### src/sv/ntp_cod_pkg.sv
// shared constants and types for the ntp clock offset and delay block
// no dependencies; used by ntp_cod_ts_conv and ntp_clock_offset_delay
`default_nettype none

package ntp_cod_pkg;

    // field widths
    localparam int SEC_W  = 32;
    localparam int FRAC_W = 32;
    localparam int US_W   = 64;
    localparam int MUL_W  = 20;
    localparam int PROD_W = SEC_W + MUL_W;

    // microseconds per second, fits in 20 bits
    localparam logic [MUL_W-1:0] US_PER_SECOND = 20'd1000000;

    // seconds from the 1900 era to the unix epoch
    localparam logic [SEC_W-1:0] EPOCH_RESET = 32'd2208988800;

    // stage enables for the timestamp converter
    typedef struct packed {
        logic en_s1;
        logic en_s2;
        logic en_s3;
    } t_conv_ctrl;

endpackage

`default_nettype wire

### src/sv/ntp_cod_ts_conv.sv
// three-stage timestamp converter: ntp seconds and fraction to microseconds
// depends on ntp_cod_pkg
`default_nettype none

module ntp_cod_ts_conv (
    input  wire                                i_clk,
    input  wire ntp_cod_pkg::t_conv_ctrl       i_ctrl,
    input  wire  [ntp_cod_pkg::SEC_W-1:0]      i_epoch,
    input  wire  [ntp_cod_pkg::SEC_W-1:0]      i_seconds,
    input  wire  [ntp_cod_pkg::FRAC_W-1:0]     i_fraction,
    output logic [ntp_cod_pkg::US_W-1:0]       o_us
);

    localparam int PW = ntp_cod_pkg::PROD_W;

    logic [ntp_cod_pkg::SEC_W-1:0]  r_whole;
    logic [ntp_cod_pkg::FRAC_W-1:0] r_frac;
    logic [PW-1:0]                  r_whole_us;
    logic [ntp_cod_pkg::MUL_W-1:0]  r_frac_us;
    logic [ntp_cod_pkg::US_W-1:0]   r_us;

    logic [PW-1:0] n_whole_us;
    logic [PW-1:0] n_frac_prod;
    logic [ntp_cod_pkg::US_W-1:0] n_us;

    // stage 1: seconds relative to the local epoch, wrapping in 32 bits
    always_ff @(posedge i_clk) begin
        if (i_ctrl.en_s1) begin
            r_whole <= i_seconds - i_epoch;
            r_frac  <= i_fraction;
        end
    end

    // stage 2: scale seconds and fraction by one million
    assign n_whole_us  = {{ntp_cod_pkg::MUL_W{1'b0}}, r_whole}
                       * {{ntp_cod_pkg::SEC_W{1'b0}}, ntp_cod_pkg::US_PER_SECOND};
    assign n_frac_prod = {{ntp_cod_pkg::MUL_W{1'b0}}, r_frac}
                       * {{ntp_cod_pkg::FRAC_W{1'b0}}, ntp_cod_pkg::US_PER_SECOND};

    always_ff @(posedge i_clk) begin
        if (i_ctrl.en_s2) begin
            r_whole_us <= n_whole_us;
            r_frac_us  <= n_frac_prod[PW-1:ntp_cod_pkg::FRAC_W];
        end
    end

    // stage 3: whole plus fractional microseconds
    assign n_us = {{(ntp_cod_pkg::US_W-PW){1'b0}}, r_whole_us}
                + {{(ntp_cod_pkg::US_W-ntp_cod_pkg::MUL_W){1'b0}}, r_frac_us};

    always_ff @(posedge i_clk) begin
        if (i_ctrl.en_s3) begin
            r_us <= n_us;
        end
    end

    assign o_us = r_us;

endmodule

`default_nettype wire

### src/sv/ntp_clock_offset_delay.sv
// top level of the ntp clock offset and round-trip delay block
// depends on ntp_cod_pkg and ntp_cod_ts_conv
//
// usage:
//   slave stream s_axis carries one ntp reply per beat: originate, receive
//   and transmit timestamps (32-bit seconds and fraction each) and the local
//   arrival time in microseconds. master stream m_axis returns one beat per
//   reply: clock offset, round-trip delay, server time and update time, all
//   in microseconds. the user writes the epoch register through i_cfg_we and
//   i_cfg_wdata only while no reply is in flight; not enforced by the block.
// pipeline and throughput:
//   a beat accepted by s_axis passes through the six-stage register pipeline
//   (epoch subtract, multiply by one million, microsecond add, differences,
//   sums, halving), the first stage loaded at the accepting edge; one beat per
//   cycle sustained while m_axis_tready stays high.
// reset and stall:
//   reset empties the pipeline and loads the epoch register with the 1900 to
//   1970 offset. each stage holds its beat while the stage after it is full
//   and stalled, so a stalled receiver fills bubbles first and then drops
//   s_axis_tready; nothing is lost or repeated. the output register holds
//   the latest result.
`default_nettype none

module ntp_clock_offset_delay #(
    parameter logic [ntp_cod_pkg::SEC_W-1:0] EPOCH_INIT = ntp_cod_pkg::EPOCH_RESET
) (
    input  wire          i_clk,
    input  wire          i_rst_n,
    // configuration
    input  wire          i_cfg_we,
    input  wire  [31:0]  i_cfg_wdata,
    // reply stream
    input  wire          s_axis_tvalid,
    output logic         s_axis_tready,
    // t1 seconds, t1 fraction, t2 seconds, t2 fraction,
    // t3 seconds, t3 fraction, arrival time in us (low bits first)
    input  wire  [255:0] s_axis_tdata,
    // result stream
    output logic         m_axis_tvalid,
    input  wire          m_axis_tready,
    // offset_us, round_trip_us, server_time_us, update_time_us (low bits first)
    output logic [255:0] m_axis_tdata
);

    localparam int NSTG = 6;
    localparam int UW   = ntp_cod_pkg::US_W;

    logic [ntp_cod_pkg::SEC_W-1:0] r_epoch;
    logic [NSTG-1:0]               r_v;
    logic [NSTG-1:0]               w_rdy;
    ntp_cod_pkg::t_conv_ctrl       w_ctrl;

    logic [UW-1:0] w_t1, w_t2, w_t3;
    logic [UW-1:0] r_t4_s1, r_t4_s2, r_t4_s3;
    logic [UW-1:0] r_d21, r_d34, r_d41, r_d32, r_t3_s4, r_t4_s4;
    logic [UW-1:0] r_sum, r_rtt, r_t3_s5, r_t4_s5;
    logic [UW-1:0] r_offset, r_rtt_o, r_t3_o, r_t4_o;
    logic [UW-1:0] n_sum_adj;

    // epoch register
    always_ff @(posedge i_clk) begin
        if (!i_rst_n) begin
            r_epoch <= EPOCH_INIT;
        end else if (i_cfg_we) begin
            r_epoch <= i_cfg_wdata;
        end
    end

    // per-stage ready: a stage loads when empty or when its successor moves
    always_comb begin
        w_rdy[NSTG-1] = !r_v[NSTG-1] || m_axis_tready;
        for (int k = NSTG-2; k >= 0; k--) begin
            w_rdy[k] = !r_v[k] || w_rdy[k+1];
        end
    end

    assign s_axis_tready = w_rdy[0];

    // valid bits travel with the data
    always_ff @(posedge i_clk) begin
        if (!i_rst_n) begin
            r_v <= '0;
        end else begin
            if (w_rdy[0]) begin
                r_v[0] <= s_axis_tvalid;
            end
            for (int k = 1; k < NSTG; k++) begin
                if (w_rdy[k]) begin
                    r_v[k] <= r_v[k-1];
                end
            end
        end
    end

    assign w_ctrl.en_s1 = w_rdy[0];
    assign w_ctrl.en_s2 = w_rdy[1];
    assign w_ctrl.en_s3 = w_rdy[2];

    // timestamp converters, stages 1 to 3
    ntp_cod_ts_conv u_conv_t1 (
        .i_clk      (i_clk),
        .i_ctrl     (w_ctrl),
        .i_epoch    (r_epoch),
        .i_seconds  (s_axis_tdata[31:0]),
        .i_fraction (s_axis_tdata[63:32]),
        .o_us       (w_t1)
    );

    ntp_cod_ts_conv u_conv_t2 (
        .i_clk      (i_clk),
        .i_ctrl     (w_ctrl),
        .i_epoch    (r_epoch),
        .i_seconds  (s_axis_tdata[95:64]),
        .i_fraction (s_axis_tdata[127:96]),
        .o_us       (w_t2)
    );

    ntp_cod_ts_conv u_conv_t3 (
        .i_clk      (i_clk),
        .i_ctrl     (w_ctrl),
        .i_epoch    (r_epoch),
        .i_seconds  (s_axis_tdata[159:128]),
        .i_fraction (s_axis_tdata[191:160]),
        .o_us       (w_t3)
    );

    // arrival time delay line alongside the converters
    always_ff @(posedge i_clk) begin
        if (w_rdy[0]) r_t4_s1 <= s_axis_tdata[255:192];
        if (w_rdy[1]) r_t4_s2 <= r_t4_s1;
        if (w_rdy[2]) r_t4_s3 <= r_t4_s2;
    end

    // stage 4: pairwise differences
    always_ff @(posedge i_clk) begin
        if (w_rdy[3]) begin
            r_d21   <= w_t2 - w_t1;
            r_d34   <= w_t3 - r_t4_s3;
            r_d41   <= r_t4_s3 - w_t1;
            r_d32   <= w_t3 - w_t2;
            r_t3_s4 <= w_t3;
            r_t4_s4 <= r_t4_s3;
        end
    end

    // stage 5: offset sum and round-trip delay
    always_ff @(posedge i_clk) begin
        if (w_rdy[4]) begin
            r_sum   <= r_d21 + r_d34;
            r_rtt   <= r_d41 - r_d32;
            r_t3_s5 <= r_t3_s4;
            r_t4_s5 <= r_t4_s4;
        end
    end

    // stage 6: halve toward zero by biasing negative sums by one
    assign n_sum_adj = r_sum + {{(UW-1){1'b0}}, r_sum[UW-1]};

    always_ff @(posedge i_clk) begin
        if (w_rdy[5]) begin
            r_offset <= {n_sum_adj[UW-1], n_sum_adj[UW-1:1]};
            r_rtt_o  <= r_rtt;
            r_t3_o   <= r_t3_s5;
            r_t4_o   <= r_t4_s5;
        end
    end

    assign m_axis_tvalid = r_v[NSTG-1];
    assign m_axis_tdata  = {r_t4_o, r_t3_o, r_rtt_o, r_offset};

    // input back-pressure only when the output is full and stalled
    a_ready_low: assert property (@(posedge i_clk) disable iff (!i_rst_n)
        !s_axis_tready |-> (m_axis_tvalid && !m_axis_tready))
        else $error("input stalled while output is free");

    // an accepted beat occupies the first stage next cycle
    a_accept_s1: assert property (@(posedge i_clk) disable iff (!i_rst_n)
        (s_axis_tvalid && s_axis_tready) |=> r_v[0])
        else $error("accepted beat lost at stage 1");

    // a stalled result keeps its offset
    a_hold_out: assert property (@(posedge i_clk) disable iff (!i_rst_n)
        (r_v[NSTG-1] && !m_axis_tready) |=> (r_v[NSTG-1] && $stable(r_offset)))
        else $error("stalled result changed");

    // a full stage stuck behind a stall keeps its valid bit
    a_hold_s5: assert property (@(posedge i_clk) disable iff (!i_rst_n)
        (r_v[4] && !w_rdy[4]) |=> (r_v[4] && $stable(r_sum)))
        else $error("stage 5 beat dropped under stall");

endmodule

`default_nettype wire
### config.mk
export PLATFORM = sky130hd
export DESIGN_NAME = ntp_clock_offset_delay
export DESIGN_NICKNAME = d
export VERILOG_FILES = /design/src/sv/ntp_cod_pkg.sv /design/src/sv/ntp_cod_ts_conv.sv /design/src/sv/ntp_clock_offset_delay.sv
export SDC_FILE = /design/constraint.sdc
export NUM_CORES = 2
export LEC_CHECK = 0
export BUFFER_PORTS_ARGS = -buffer_cell sky130_fd_sc_hd__buf_2
export CORE_ASPECT_RATIO = 1.1
export CORE_MARGIN = 2
export CORE_UTILIZATION = 40
export CTS_CLUSTER_SIZE = 25
export DETAILED_ROUTE_END_ITERATION = 6
export PLACE_DENSITY = 0.65
export SLEW_MARGIN = 20
export SYNTH_ARGS = -nofsm -noshare
export SYNTH_HDL_FRONTEND = slang
export SYNTH_SLANG_ARGS = --single-unit
### constraint.sdc
create_clock -name i_clk -period 12.5 [get_ports i_clk]
set_clock_uncertainty 0.1 [all_clocks]
set_input_delay 0.625 -clock i_clk [delete_from_list [all_inputs] [get_ports i_clk]]
set_output_delay 0.625 -clock i_clk [all_outputs]
set_load 0.005 [all_outputs]
; Word-level counts from Yosys, hierarchy flattened
; Index checks and enable logic that the tools add are counted.
[word_totals]
register_bits = 1707
[classes]
add_sub_neg = 13
n_reduce_logical = 12
mul = 6
[ops]
columns = cell, n
row1 = subtractor 64 bit, 5
row2 = multiplier 32 x 14 -> 46 bit (second input constant), 6
row3 = adder 52 x 20 -> 53 bit, 3
row4 = subtractor 32 bit, 3
row5 = adder 64 x 1 -> 64 bit, 1
row6 = adder 64 bit, 1
row7 = zero test 1 bit, 6
row8 = logical OR 1 bit, 6

; Depth between registers and ports, before layout
[depth]
word_depth = 7
mapped_depth = 24
ltp_nobuf = 24

; By module
; A second synthesis with hierarchy kept.
[unflattened]
hier_cells = 10727
hier_area_um2 = 122636.4
[by_module_without_submodules]
columns = module, seq_area_each_um2, area_per_inst_um2, n_inst, cells_per_inst
row1 = ntp_clock_offset_delay, 33402.0, 57421.3, 1, 4730
row2 = ntp_cod_ts_conv at u_conv_t2, 5495.3, 21899.8, 1, 2030
row3 = ntp_cod_ts_conv at u_conv_t3, 5495.3, 21678.3, 1, 1986
row4 = ntp_cod_ts_conv at u_conv_t1, 5495.3, 21637.0, 1, 1981

; Least setup slack after synthesis
; OpenSTA, ideal clock, no wires.
[synth_timing]
path_kind = input to register
startpoint = input m_axis_tready
endpoint = register r_t4_s1[0] (enable)
t_arrival_ns = 6.955
slack_ns = 2.827
required_time_ns = 9.782
path_stages = 4
n_path_buf = 0
path_cell_list = nor2b_1 > and3_1 > and2_1 > nand3_1
[synth_via]
elab_chain_len = 6
[synth_lines]
columns = item, line
row1 = start: declaration, ntp_clock_offset_delay.sv:40  ; input wire m_axis_tready,
row2 = logical OR 1 bit, ntp_clock_offset_delay.sv:71  ; w_rdy[NSTG-1] = !r_v[NSTG-1] || m_axis_tready;
row3 = logical OR 1 bit (5 in series), ntp_clock_offset_delay.sv:73  ; w_rdy[k] = !r_v[k] || w_rdy[k+1];
row4 = named net s_axis_tready, ntp_clock_offset_delay.sv:34  ; output logic s_axis_tready,
row5 = end signal: assignment, ntp_clock_offset_delay.sv:129  ; if (w_rdy[0]) r_t4_s1 <= s_axis_tdata[255:192];
row6 = end: declaration, ntp_clock_offset_delay.sv:54  ; logic [UW-1:0] r_t4_s1, r_t4_s2, r_t4_s3;
; The timed path passes the listed nets, and every way through them passes these cells.
; A chain may end at the register's enable or synchronous reset.

; Worst setup path after layout
[layout_timing]
startpoint = register u_conv_t3.r_frac[12] in the netlist's numbering
endpoint = register u_conv_t3.r_frac_us[15] in the netlist's numbering, data pin
[layout_via]
elab_chain_len = 1
[layout_lines]
columns = item, line
row1 = start: declaration, ntp_cod_ts_conv.sv:17  ; logic [ntp_cod_pkg::FRAC_W-1:0] r_frac;
row2 = start signal: assignment, ntp_cod_ts_conv.sv:30  ; r_frac <= i_fraction;
row3 = multiplier 32 x 14 -> 46 bit, ntp_cod_ts_conv.sv:38  ; * {{ntp_cod_pkg::FRAC_W{1'b0}}, ntp_cod_pkg::US_PER_SECOND};
row4 = named net u_conv_t3.n_frac_prod[47], ntp_cod_ts_conv.sv:23  ; logic [PW-1:0] n_frac_prod;
row5 = end signal: assignment, ntp_cod_ts_conv.sv:43  ; r_frac_us <= n_frac_prod[PW-1:ntp_cod_pkg::FRAC_W];
row6 = end: declaration, ntp_cod_ts_conv.sv:19  ; logic [ntp_cod_pkg::MUL_W-1:0] r_frac_us;
; The timed path passes the listed nets, and every way through them passes these cells.

==> flow_summary.toml <==
[die]
die_h_um = 574
io-pin-count = 551
rows = 209
die_area_um2 = 300000
initial_core_util = 0.402
core_area_um2 = 294000
floorplan.die.width_um = 522

[cts]
tritoncts_clock_tree = "done"
htree_levels = 4
root_buffer = "clkbuf_16"
cts-buffers-inserted = 191
insertion_delay_ps = 900
post_cts.resized_instances = 0
cts.path.max_buffers = 4
clock_sink_count = 1641
cts.clk_slew.worst_paths_ps = 60

[synth]
synth.avg_cell_area_um2 = 11.5
synthDistinctLibCells = 83
synth-edff-count = 1603
synth-async-reset-ratio = 0
postSynth.topFlopCell = "edfxtp_1"
synth.ff_latch_count = 1641
synthesis.area_um2 = 118000
yosys_warn_count = 0
ys_seq_area_frac = 0.414
synthCells = 10300

[timing]
drv_slew = 0
final.min_clock_period_ps = 6900
max_freq_mhz = 145
rsz0062_at_grt = "false"
final_cycle_share = 0.552
timing.max_slew.rel_slack = 0.319
worst-slew-pin-transition_ps = 1020
final_count_of_hold_timing_violations = 0
final.setup.tns_ps = 0
setup_viol = 0

[place]
placement.io_buffers = 539
gp_congestion = 0.929
detailedPlacementHpwl_mm = 256

[grt]
track_usage = 0.207
grt_remaining_overflow = 0
grt_antenna_before_repair = 25
grt_start_max_net_pins = 149
grt_pass1_wl_mm = 469
first_global_vias = 77400

[worst_setup_path]
worst-endpoint-arrival_ps = 7390
worst_setup_path_start_kind = "flip-flop"
path_class = "reg -> reg"
cp.required_ps = 12990
cp-end-kind = "flip-flop"
cp_max_fo = 5

[final_layout]
drive_above_1_share = 0.0812
fin_nets = 13600
areaGrowthSynthToFinish_pct = 13.0
fill_cells = 27200

[routing]
drt_pass1_iterations = 6
post_drt_via_cell_ratio = 5.10
num_vias = 77100
drt_wl_total_mm = 313
wl_per_cell_um = 20.7
residual_drc = 0
starting_drt_drc_count = 5054
antenna_left = 0

[outcome]
status = "finished clean"

[min_path]
hold_class = "in -> reg"

[job]
number_of_max_capacitance_violations_reported = 0
cell families (layout without fill, tap and decap cells):
family	count (synthesis)	count (layout)	synth area share
adders and majority gates	2205	2205	0.285
xor gates and xnor gates	765	765	0.0567
other	1	15	0.0000317
and+or+nand+nor	1824	1824	0.0762
DFF	1641	1641	0.414
buffers and inverters	1852	2794	0.0592
muxes	24	24	0.00203
AOI/OAI and AO/OA	1957	1957	0.107
state kept, by name, indices dropped and copies added, names as in the netlist, 63 cells and up:
name,flops
r_d21,64
r_d32,64
r_d34,64
r_d41,64
r_rtt,64
r_rtt_o,64
r_sum,64
r_t4_o,64
r_t4_s1,64
r_t4_s2,64
r_t4_s3,64
r_t4_s4,64
r_t4_s5,64
r_offset,63
per-stage QoR:
step	cells	utilization	instance area, µm²	hold WS (ps)	setup slack [ps]
final	15100	0.454	134000	124	5600
after global routing	15100	0.454	134000	105	5170
after CTS	15100	0.454	134000	54.1	5550
after detailed placement	14600	0.426	126000	305	5590
after global placement	14600	0.426	126000	301	5720
after floorplan	10300	-	118000	300	2830
critical path: stages, from the launching register on:
cell and delay, ps:
edfxtp_1 480, inv_1 260, fa_1 460, inv_1 80, fa_1 420, fa_1 510
fa_1 410, ha_1 280, inv_1 40, fa_1 470, inv_1 50, ha_1 280
a22o_1 210, nor4_1 270, o211ai_1 190, a2111oi_0 470, nor3_1 200, a41o_1 350
a31o_2 290, a21boi_0 330, o21ai_0 210, a21oi_1 210, xnor2_1 80
Yosys cell counts, types with 55 or more instances:
master / number / share of area
a211oi_1: 55 / 0.0035
a21o_1: 378 / 0.024
a21oi_1: 601 / 0.025
a31oi_1: 78 / 0.0041
and3_1: 130 / 0.0069
clkbuf_1: 132 / 0.0042
edfxtp_1: 1603 / 0.41
fa_1: 819 / 0.14
ha_1: 1386 / 0.15
inv_1: 1704 / 0.054
nand2_1: 429 / 0.014
nand2b_1: 79 / 0.0042
nand3_1: 205 / 0.0087
nand4_1: 104 / 0.0055
nor2_1: 415 / 0.013
nor2b_1: 119 / 0.0063
nor3_1: 139 / 0.0059
o211ai_1: 59 / 0.0037
o21a_1: 86 / 0.0055
o21ai_0: 324 / 0.014
o21bai_1: 71 / 0.0045
xnor2_1: 515 / 0.038
xor2_1: 250 / 0.019
final cells by class:
class                   instances  area, µm²  share of cell area
inverters                    1704       6420              0.0481
well taps                    3903       4880              0.0366
clock inverters               117       1200             0.00897
clock buffers                 217       4890              0.0366
multi-input cells            6786      62400               0.467
flip-flops and latches       1641      48900               0.366
diodes                          4       10.0           0.0000749
repair buffers                756       4860              0.0364
cell usage in the layout, fill, tap and decap left out, drive strengths merged, types with 193 or more instances in the layout:
cell type and count:
fa 819, ha 1386, buf 563, nand3 205, nor2 415, dlygate4sd3 193
edfxtp 1603, inv 1719, xnor2 515, xor2 250, nand2 429, a21oi 603
o21ai 334, a21o 378, clkbuf 217
per-layer routing:
layer  global-route usage  up-vias  part of all wire
li1                     -    37400                 -
met1                0.282    37200              0.45
met2                0.338     1941              0.46
met3               0.0224      472             0.045
met4               0.0833        8             0.046
met5                    0        -           0.00017
what timing repair did:
item                                   4_1_cts  5_1_grt
hold buffers                               193        0
endpoints found under the hold margin      193        0
setup buffers                                0        0
final timing paths:
kind | from | to | slack (ps) | depth (start not counted)
min reg2reg | r_rtt[11] | r_rtt_o[11] | 280 | 0
max reg2reg | u_conv_t3.r_frac[12] | u_conv_t3.r_frac_us[15] | 5600 | 22
min | s_axis_tdata[70] | u_conv_t2.r_whole[6] | 120 | 3
max | u_conv_t3.r_frac[12] | u_conv_t3.r_frac_us[15] | 5600 | 22
Power is left out: the tool's default activity adds up to more than one toggle a clock period on the data nets, which glitch-free logic cannot reach.
